**config.mk**
```make
export PLATFORM = sky130hd
export DESIGN_NAME = rhbh_divider
export DESIGN_NICKNAME = d
export VERILOG_FILES = /design/src/rtl/rhbh_pkg.sv /design/src/rtl/rhbh_divider.sv
export SDC_FILE = /design/constraint.sdc
export NUM_CORES = 1
export LEC_CHECK = 0
export BUFFER_PORTS_ARGS = -buffer_cell sky130_fd_sc_hd__buf_2
export CELL_PAD_IN_SITES_DETAIL_PLACEMENT = 0
export CELL_PAD_IN_SITES_GLOBAL_PLACEMENT = 1
export CORE_ASPECT_RATIO = 0.9
export CORE_MARGIN = 10
export CORE_UTILIZATION = 45
export CTS_BUF_LIST = sky130_fd_sc_hd__clkbuf_4 sky130_fd_sc_hd__clkbuf_8
export DETAILED_ROUTE_END_ITERATION = 7
export PLACE_DENSITY = 0.79
export REMOVE_ABC_BUFFERS = 1
export SKIP_LAST_GASP = 1
export SLEW_MARGIN = 30
export SYNTH_ARGS = -nofsm -noshare
export SYNTH_HDL_FRONTEND = slang
export SYNTH_SLANG_ARGS = --single-unit
```
**constraint.sdc**
```tcl
create_clock -name clk_i -period 3.47 [get_ports clk_i]
set_clock_uncertainty 0.1 [all_clocks]
set_input_delay 0.5205 -clock clk_i [delete_from_list [all_inputs] [get_ports clk_i]]
set_output_delay 0.5205 -clock clk_i [all_outputs]
set_load 0.03 [all_outputs]
```
**src/rtl/rhbh_pkg.sv**
```systemverilog
// Shared types and constants for the RGB histogram bar-height engine.
// Used by rhbh_divider and rgb_histogram_bar_heights; depends on nothing.
`default_nettype none

package rhbh_pkg;

  // Histogram geometry.
  localparam int unsigned NUM_BINS = 256;
  localparam int unsigned COUNT_W  = 32;
  localparam int unsigned BIN_W    = $clog2(NUM_BINS);
  localparam int unsigned NUM_CH   = 3;

  // Field widths of the command and result beats.
  localparam int unsigned OPC_W      = 2;
  localparam int unsigned SAMPLE_W   = 8;
  localparam int unsigned COL_W      = 12;
  localparam int unsigned DIM_W      = 13;
  localparam int unsigned MASK_W     = 3;
  localparam int unsigned PEAK_OUT_W = 32;

  // Scaling arithmetic: quotient of (2*h*c + p) / (2*p).
  localparam int unsigned PROD_W = DIM_W + COUNT_W;
  localparam int unsigned NUM_W  = PROD_W + 2;
  localparam int unsigned DEN_W  = COUNT_W + 1;

  // Configuration port.
  localparam int unsigned APB_AW = 4;
  localparam int unsigned APB_DW = 32;

  // Register reset values.
  localparam logic [MASK_W-1:0] MASK_RST   = 3'd7;
  localparam logic [DIM_W-1:0]  WIDTH_RST  = 13'd256;
  localparam logic [DIM_W-1:0]  HEIGHT_RST = 13'd200;

  // Command opcodes; the fourth code is ignored.
  typedef enum logic [OPC_W-1:0] {
    OP_CLEAR = 2'd0,
    OP_ADD   = 2'd1,
    OP_QUERY = 2'd2
  } opcode_e;

  // Register indexes on the configuration port.
  typedef enum logic [1:0] {
    REG_CHANNEL_MASK = 2'd0,
    REG_OUT_WIDTH    = 2'd1,
    REG_OUT_HEIGHT   = 2'd2
  } reg_idx_e;

  typedef struct packed {
    logic [OPC_W-1:0]    opcode;
    logic [SAMPLE_W-1:0] red_sample;
    logic [SAMPLE_W-1:0] green_sample;
    logic [SAMPLE_W-1:0] blue_sample;
    logic [COL_W-1:0]    column;
  } cmd_t;

  typedef struct packed {
    logic [DIM_W-1:0]      red_top;
    logic [DIM_W-1:0]      green_top;
    logic [DIM_W-1:0]      blue_top;
    logic [PEAK_OUT_W-1:0] peak_value;
  } result_t;

  // Divider request and response groups.
  typedef struct packed {
    logic             start;
    logic [NUM_W-1:0] dividend;
    logic [DEN_W-1:0] divisor;
  } div_req_t;

  typedef struct packed {
    logic             busy;
    logic             done;
    logic [NUM_W-1:0] quotient;
  } div_rsp_t;

endpackage

`default_nettype wire

```
**src/rtl/rhbh_divider.sv**
```systemverilog
// Bit-serial restoring divider that produces one quotient bit per cycle.
// Depends on rhbh_pkg for its widths and request/response structs.
`default_nettype none

module rhbh_divider (
  input  wire logic               clk_i,
  input  wire logic               rst_ni,
  input  wire rhbh_pkg::div_req_t req_i,
  output rhbh_pkg::div_rsp_t      rsp_o
);

  localparam int unsigned CNT_W = $clog2(rhbh_pkg::NUM_W + 1);

  logic                         busy_q, busy_d;
  logic                         done_q, done_d;
  logic [CNT_W-1:0]             cnt_q, cnt_d;
  logic [rhbh_pkg::DEN_W-1:0]   rem_q, rem_d;
  logic [rhbh_pkg::NUM_W-1:0]   quo_q, quo_d;
  logic [rhbh_pkg::DEN_W-1:0]   den_q;
  logic [rhbh_pkg::DEN_W:0]     trial;
  logic [rhbh_pkg::DEN_W:0]     diff;
  logic                         fits;

  // One restoring step: shift in the next dividend bit and try to subtract.
  assign trial = {rem_q, quo_q[rhbh_pkg::NUM_W-1]};
  assign diff  = trial - {1'b0, den_q};
  assign fits  = (trial >= {1'b0, den_q});

  always_comb begin
    busy_d = busy_q;
    done_d = 1'b0;
    cnt_d  = cnt_q;
    rem_d  = rem_q;
    quo_d  = quo_q;
    if (req_i.start) begin
      busy_d = 1'b1;
      cnt_d  = CNT_W'(rhbh_pkg::NUM_W);
      rem_d  = '0;
      quo_d  = req_i.dividend;
    end else if (busy_q) begin
      rem_d = fits ? diff[rhbh_pkg::DEN_W-1:0] : trial[rhbh_pkg::DEN_W-1:0];
      quo_d = {quo_q[rhbh_pkg::NUM_W-2:0], fits};
      cnt_d = cnt_q - CNT_W'(1);
      if (cnt_q == CNT_W'(1)) begin
        busy_d = 1'b0;
        done_d = 1'b1;
      end
    end
  end

  // Control state.
  always_ff @(posedge clk_i or negedge rst_ni) begin
    if (!rst_ni) begin
      busy_q <= 1'b0;
      done_q <= 1'b0;
      cnt_q  <= '0;
    end else begin
      busy_q <= busy_d;
      done_q <= done_d;
      cnt_q  <= cnt_d;
    end
  end

  // Datapath registers.
  always_ff @(posedge clk_i) begin
    rem_q <= rem_d;
    quo_q <= quo_d;
    if (req_i.start) begin
      den_q <= req_i.divisor;
    end
  end

  assign rsp_o.busy     = busy_q;
  assign rsp_o.done     = done_q;
  assign rsp_o.quotient = quo_q;

endmodule

`default_nettype wire

```
==> results of run 1 <==
report_power, final:
part	total, W	switching (W)	internal [W]
clock	0.00134	0.000589	0.000753
sequential	0.00201	0.000192	0.00182
combinational	0.00297	0.00170	0.00128
flip-flops by register name, summed over array words and instances, names as in the netlist:
signal,flops
cnt_q,6
busy_q,1
done_q,1
rem_q,33
quo_q,47
den_q,33
metal layers:
metal	global-route usage (%)	wire length [um]	vias to the layer above
li1	-	-	2691
met3	9.27	2090	13
met2	25.2	7730	179
met1	22.4	7930	2596
met4	4.56	143	2
met5	0	7	-
through the flow:
| step | hold slack, ns | std cells | power (W) | utilization [%] |
|---|---|---|---|---|
| after CTS | 0.119 | 996 | 0.00624 | 54.0 |
| after global placement | 0.265 | 963 | 0.00483 | 51.2 |
| after global routing | 0.117 | 1002 | 0.00678 | 54.4 |
| final | 0.146 | 1002 | 0.00633 | 54.4 |
| after detailed placement | 0.273 | 963 | 0.00487 | 51.2 |
| after floorplan | 0.125 | 620 | 0.00415 | - |
final cells by class:
| cell class | instances | area [um^2] |
|---|---|---|
| Fill cell | 1395 | 6990 |
| Multi-Input combinational cell | 458 | 3450 |
| Sequential cell | 121 | 3260 |
| Timing Repair Buffer | 148 | 801 |
| Clock buffer | 21 | 270 |
| Tap cell | 202 | 253 |
| Inverter | 41 | 154 |
| Clock inverter | 11 | 149 |
cells by family after synthesis:
family,synth area share (%)
xor+xnor,3.37
fa+ha+maj,6.53
simple gates,11.2
mux,9.73
flops,46.6
buf+inv,4.30
compound gates,18.3
how the worst min path moves through the flow:
| stage | start | to | slack (ns) | cells after the start |
|---|---|---|---|---|
| floorplan | rst_ni | busy_q$_DFF_PN0_ | 0.12 | 0 |
| global placement | rst_ni | cnt_q[5]$_DFFE_PN0P_ | 0.26 | 1 |
| detailed placement | rst_ni | cnt_q[3]$_DFFE_PN0P_ | 0.27 | 1 |
| CTS | req_i[29] | den_q[29]$_DFFE_PP_ | 0.12 | 1 |
| global route | req_i[29] | den_q[29]$_DFFE_PP_ | 0.12 | 1 |
| finish | req_i[29] | den_q[29]$_DFFE_PP_ | 0.15 | 1 |
cell usage in the layout, fill, tap and decap left out, types with 4 or more instances in the layout:
cell / Yosys / layout
edfxtp_1: 80 / 80
buf_2: 2 / 130
o21a_1: 7 / 7
o21ai_0: 19 / 19
nand3_1: 10 / 10
nor2_1: 45 / 45
dfxtp_1: 33 / 33
a311oi_2: 7 / 7
o21bai_1: 9 / 9
buf_4: 2 / 16
inv_1: 40 / 40
nand2_1: 54 / 54
a21oi_1: 40 / 40
a211oi_1: 17 / 17
and2_1: 5 / 5
ha_1: 35 / 35
and3_1: 7 / 7
mux2_2: 48 / 48
nor3_1: 7 / 7
xor2_1: 8 / 8
mux2i_1: 13 / 13
a31oi_1: 4 / 4
nand2b_1: 8 / 8
dfrtp_1: 8 / 7
clkbuf_8: 0 / 18
a21o_1: 20 / 20
xnor2_1: 19 / 19
a311oi_1: 6 / 6
timing repair:
item,in CTS,in global routing
endpoints found under the setup margin,0,16
hold buffers,1,0
hold endpoints to repair,8,0
setup buffers,0,6
gates resized for setup,0,1
==> impl_metrics.py, run 1 <==
metrics = {
    "status": {
        "status": "completed",
    },
    "global_route": {
        "grt_pass1_vias": 5702,
        "overflow": 0,
        "grt_usage_pct": 17.5,
        "grt_start_max_net_pins": 47,
        "antenna_found_initial": 2,
        "grt_pass1_wl_um": 29700,
    },
    "synth": {
        "synth_area_leader_cell": "edfxtp_1",
        "yosysMostFrequentCell": "edfxtp_1",
        "netlist_instances": 650,
        "synth_edf_count": 80,
        "synthTopCellsByCount": "edfxtp_1 (80), nand2_1 (54), mux2_2 (48), nor2_1 (45)",
        "synth_top_area_share_pct": 34.3,
        "synthDistinctLibCells": 77,
        "syn_avg_cell_area_um2": 10.8,
        "synthFlopType": "edfxtp_1",
        "yosysWarnings": 0,
        "async_flop_share_pct": 6.61,
        "synth.top_cells.by_area": "edfxtp_1 (34%), dfxtp_1 (9.4%), mux2_2 (7.7%), ha_1 (6.2%), nand2_1 (2.9%)",
        "synth-seq-cells": 121,
        "syn_area_um2": 7010,
        "ys_seq_area_share_pct": 46.6,
    },
    "drt": {
        "wl_um": 17900,
        "via_count": 5481,
        "drcViolationCount": 0,
        "first_pass_iters": 6,
        "dr.first_iter.drc_count": 309,
        "post_drt_wl_per_cell_um": 17.9,
        "ant_nets": 0,
        "routed_via_density": 5.47,
    },
    "worst_setup_path": {
        "r2r_setup_slack_ns": 0.19,
        "critPathLaunch": "quo_q[46]$_DFFE_PP_",
        "critPathRequiredTime_ns": 3.57,
        "endpoint_kind": "flop",
        "critPathSlowestCell": "a311o_1",
        "rr_endpoint": "quo_q[0]$_DFFE_PP_",
        "startpoint_type": "flop",
        "max_stage_delay_ns": 0.41,
        "crit_chain": "inv_1, ha_1, inv_1, fa_1, a21o_1, a311o_1, a21oi_2, nor2_2, o311ai_4, nand2_4, buf_4, mux2_2",
        "r2r-start": "quo_q[46]$_DFFE_PP_",
        "crit_fanout": 10,
        "critical_path_class": "reg -> reg",
        "crit_cells": 12,
        "arrival_ns": 3.38,
        "crit_family": "compound AO/OA/AOI/OAI gates",
        "rr_worst_depth": 12,
        "critPathBufInv": 3,
        "critPathCapture": "quo_q[0]$_DFFE_PP_",
        "crit_top_cell": "inv_1",
    },
    "cts": {
        "cts-root-buf": "clkbuf_8",
        "cts_tree": "yes",
        "cts_made_buffers": 17,
        "clockBufferDepth": 2,
        "h-tree-depth": 4,
        "clk_latency_ns": 0.44,
        "cts_sinks": 121,
        "clkTransAtPathRegs_ns": 0.08,
    },
    "floorplanning": {
        "die_y_um": 138,
        "dieArea_um2": 21000,
        "initial_core_util_pct": 45.7,
        "io_pins": 132,
        "coreArea_um2": 15300,
        "fp.dieW_um": 152,
        "rows": 43,
    },
    "placement": {
        "io_buffers": 131,
        "placed_area_um2": 7850,
        "dp_slack_ns": 0.138,
        "gp_congestion": 0.854,
        "hpwl_um": 13500,
    },
    "job": {
        "drv_cap": 0,
    },
    "timing": {
        "slew_headroom_pct": 61.8,
        "final.setup.worst_slack_ns": 0.194,
        "min_period_over_period_pct": 94.4,
        "setup_tns_ns": 0,
        "hold_viol": 0,
        "drv_slew": 0,
        "fin_crit_ns": 3.28,
        "setup_violations": 0,
        "fmax_mhz": 305,
        "tightest_slew_ns": 0.573,
        "rsz0062_at_grt": "yes",
    },
    "cells_and_area": {
        "stdcell_area_um2": 8340,
        "antenna_cells": 0,
        "syn_to_final_growth_pct": 19.0,
        "drive_gt1_share_pct": 32.1,
        "fin_nets": 906,
    },
    "pwr": {
        "p_leak_nw": 3.63,
        "p_per_area_nw_per_um2": 758,
        "peakVddDrop_mv": 0.355,
    },
    "worst_hold_path": {
        "min_path_type": "in -> reg",
    },
}
No activity file was read; power rests on OpenSTA's default activity.
==> run 2, diff against run 1 <==
--- a/config.mk
+++ b/config.mk
@@ -12,6 +12,7 @@
 export CORE_MARGIN = 10
 export CORE_UTILIZATION = 45
 export CTS_BUF_LIST = sky130_fd_sc_hd__clkbuf_4 sky130_fd_sc_hd__clkbuf_8
+export CTS_CLUSTER_SIZE = 10
 export DETAILED_ROUTE_END_ITERATION = 7
 export PLACE_DENSITY = 0.79
 export REMOVE_ABC_BUFFERS = 1
==> constraint.sdc (replaced) <==
create_clock -name clk_i -period 3.13 [get_ports clk_i]
set_clock_uncertainty 0.1 [all_clocks]
set_input_delay 0.4695 -clock clk_i [delete_from_list [all_inputs] [get_ports clk_i]]
set_output_delay 0.4695 -clock clk_i [all_outputs]
set_load 0.03 [all_outputs]
==> impl_metrics.py, run 2 (synthesis gave the netlist of run 1 again) <==
metrics = {
    "drt": {
        "wl_met2_um": 8270,
        "wl_met1_um": 8010,
        "dr.first_iter.drc_count": 315,
        "ant_nets": 0,
        "wl_um": 18700,
        "via_count": 5594,
        "dr.max_layer_used": "met5",
        "met3WireLength_um": 2150,
        "drcViolationCount": 0,
        "post_drt_wl_per_cell_um": 18.3,
        "first_pass_iters": 5,
        "routed_via_density": 5.47,
    },
    "timing": {
        "setup_violations": 1,
        "min_period_over_period_pct": 102,
        "slew_headroom_pct": 50.8,
        "fin_crit_ns": 3.18,
        "rsz0062_at_grt": "yes",
        "final.setup.worst_slack_ns": -0.0534,
        "fmax_mhz": 314,
        "setup_tns_ns": -0.0534,
        "holdWs_ns": 0.0926,
        "drv_slew": 0,
        "tightest_slew_ns": 0.738,
        "hold_viol": 0,
    },
    "placement": {
        "hpwl_um": 13800,
        "dp_slack_ns": -0.0506,
        "post-place-cells": 981,
        "gp_congestion": 0.920,
        "io_buffers": 131,
    },
    "cells_and_area": {
        "final_cell_mix": "buf_2 (130), edfxtp_1 (80), nand2_1 (51)",
        "syn_to_final_growth_pct": 23.7,
        "top_regs": "quo_q (47), den_q (33), rem_q (33)",
        "fillers": 1370,
        "postLayoutCoreUtil_pct": 56.5,
        "final_common_cell": "buf_2",
        "largest_register_ff_count": 47,
        "largest_register": "quo_q",
        "drive_gt1_share_pct": 35.7,
        "finalNonFillerCells": 1022,
        "fin_nets": 926,
    },
    "floorplanning": {
        "fp.dieW_um": 152,
        "coreArea_um2": 15300,
        "io_pins": 132,
        "rows": 43,
        "initial_core_util_pct": 45.7,
        "dieArea_um2": 21000,
        "die_y_um": 138,
    },
    "cts": {
        "clockBufferDepth": 2,
        "clk_latency_ns": 0.45,
        "clkTransAtPathRegs_ns": 0.08,
        "cts_tree": "yes",
        "cts-root-buf": "clkbuf_8",
        "h-tree-depth": 4,
        "cts_made_buffers": 17,
        "cts_sinks": 121,
    },
    "global_route": {
        "grt_start_max_net_pins": 73,
        "grt_pass1_wl_um": 30300,
        "grt_pass1_vias": 5864,
        "antenna_found_initial": 3,
        "grt_usage_pct": 17.9,
        "overflow": 0,
    },
    "worst_setup_path": {
        "arrival_ns": 3.40,
        "critical_path_class": "reg -> reg",
        "crit_fanout": 7,
        "r2r_setup_slack_ns": -0.05,
        "startpoint_type": "flop",
        "critPathRequiredTime_ns": 3.34,
        "rr_worst_depth": 12,
        "endpoint_kind": "flop",
    },
    "pwr": {
        "p_per_area_nw_per_um2": 867,
        "peakVddDrop_mv": 0.414,
        "p_leak_nw": 3.76,
    },
    "worst_hold_path": {
        "whs_path_depth": 1,
        "min_path_type": "in -> reg",
    },
    "status": {
        "status": "finished with violations",
        "violations": "negative setup slack",
    },
    "job": {
        "drv_cap": 0,
    },
}
-- run 2: cell count changes in the layout (fill, tap and decap cells not counted), sizes merged --
| cell | change |
|---|---|
| diode | +1 |
| clkinvlp | +2 |
| clkbuf | +1 |
| clkinv | -2 |
| buf | +18 |
-- run 2: worst paths after layout --
kind / from / endpoint
worst max-delay path: quo_q[46]$_DFFE_PP_ / rem_q[28]$_SDFFE_PP0P_
worst min-delay path: req_i[28] / den_q[28]$_DFFE_PP_
worst max register to register: quo_q[46]$_DFFE_PP_ / rem_q[28]$_SDFFE_PP0P_
worst min register to register: rem_q[3]$_SDFFE_PP0P_ / rem_q[3]$_SDFFE_PP0P_
max in group asynchronous: rst_ni / busy_q$_DFF_PN0_
min in group asynchronous: rst_ni / cnt_q[2]$_DFFE_PN0P_
-- run 2: stage by stage --
| stage | instance area, um^2 | total power [W] |
|---|---|---|
| after floorplan | 6860 | 0.00460 |
| after global placement | 8010 | 0.00560 |
| after detailed placement | 8010 | 0.00565 |
| after CTS | 8450 | 0.00718 |
| after global routing | 8670 | 0.00803 |
| final | 8670 | 0.00751 |
-- run 2: what timing repair did --
item                       4_1_cts  5_1_grt
gates resized for setup          3       31
cloned                           0        2
pin swaps                        4       13
hold endpoints to repair         8        0
setup endpoints to repair       18       34
hold buffers                     1        0
buffers inserted                 1        5
-- run 2: worst max-delay path: stages, from the launching register on --
cell and delay [ns]:
edfxtp_1 0.39, inv_1 0.07, ha_2 0.18, inv_2 0.04, fa_2 0.33, a21o_1 0.20, a311o_1 0.38, a21oi_2 0.19
nor2_4 0.07, o311ai_4 0.28, nand2_4 0.18, mux2i_1 0.16, a2111oi_1 0.47
-- run 2: layout make-up --
class	count	area (um^2)	area share [%]
clock inverter	11	150	1.73
antenna	1	2.50	0.0289
clock buffer	20	256	2.96
tap	202	253	2.92
multi-input combinational	458	3560	41.0
sequential	121	3260	37.7
timing repair buffer	168	1030	11.9
inverter	41	154	1.78
-- run 2: routing by layer --
metal	GRT usage, %	vias up
met5	0	-
met4	4.16	4
met3	10.7	26
met2	26.0	188
met1	22.3	2642
li1	-	2734
-- run 2: power breakdown --
part	switching, W	internal (W)	total, W
clock	0.000644	0.000808	0.00145
combinational	0.00206	0.00175	0.00381
sequential	0.000232	0.00202	0.00225
total	0.00294	0.00457	0.00751
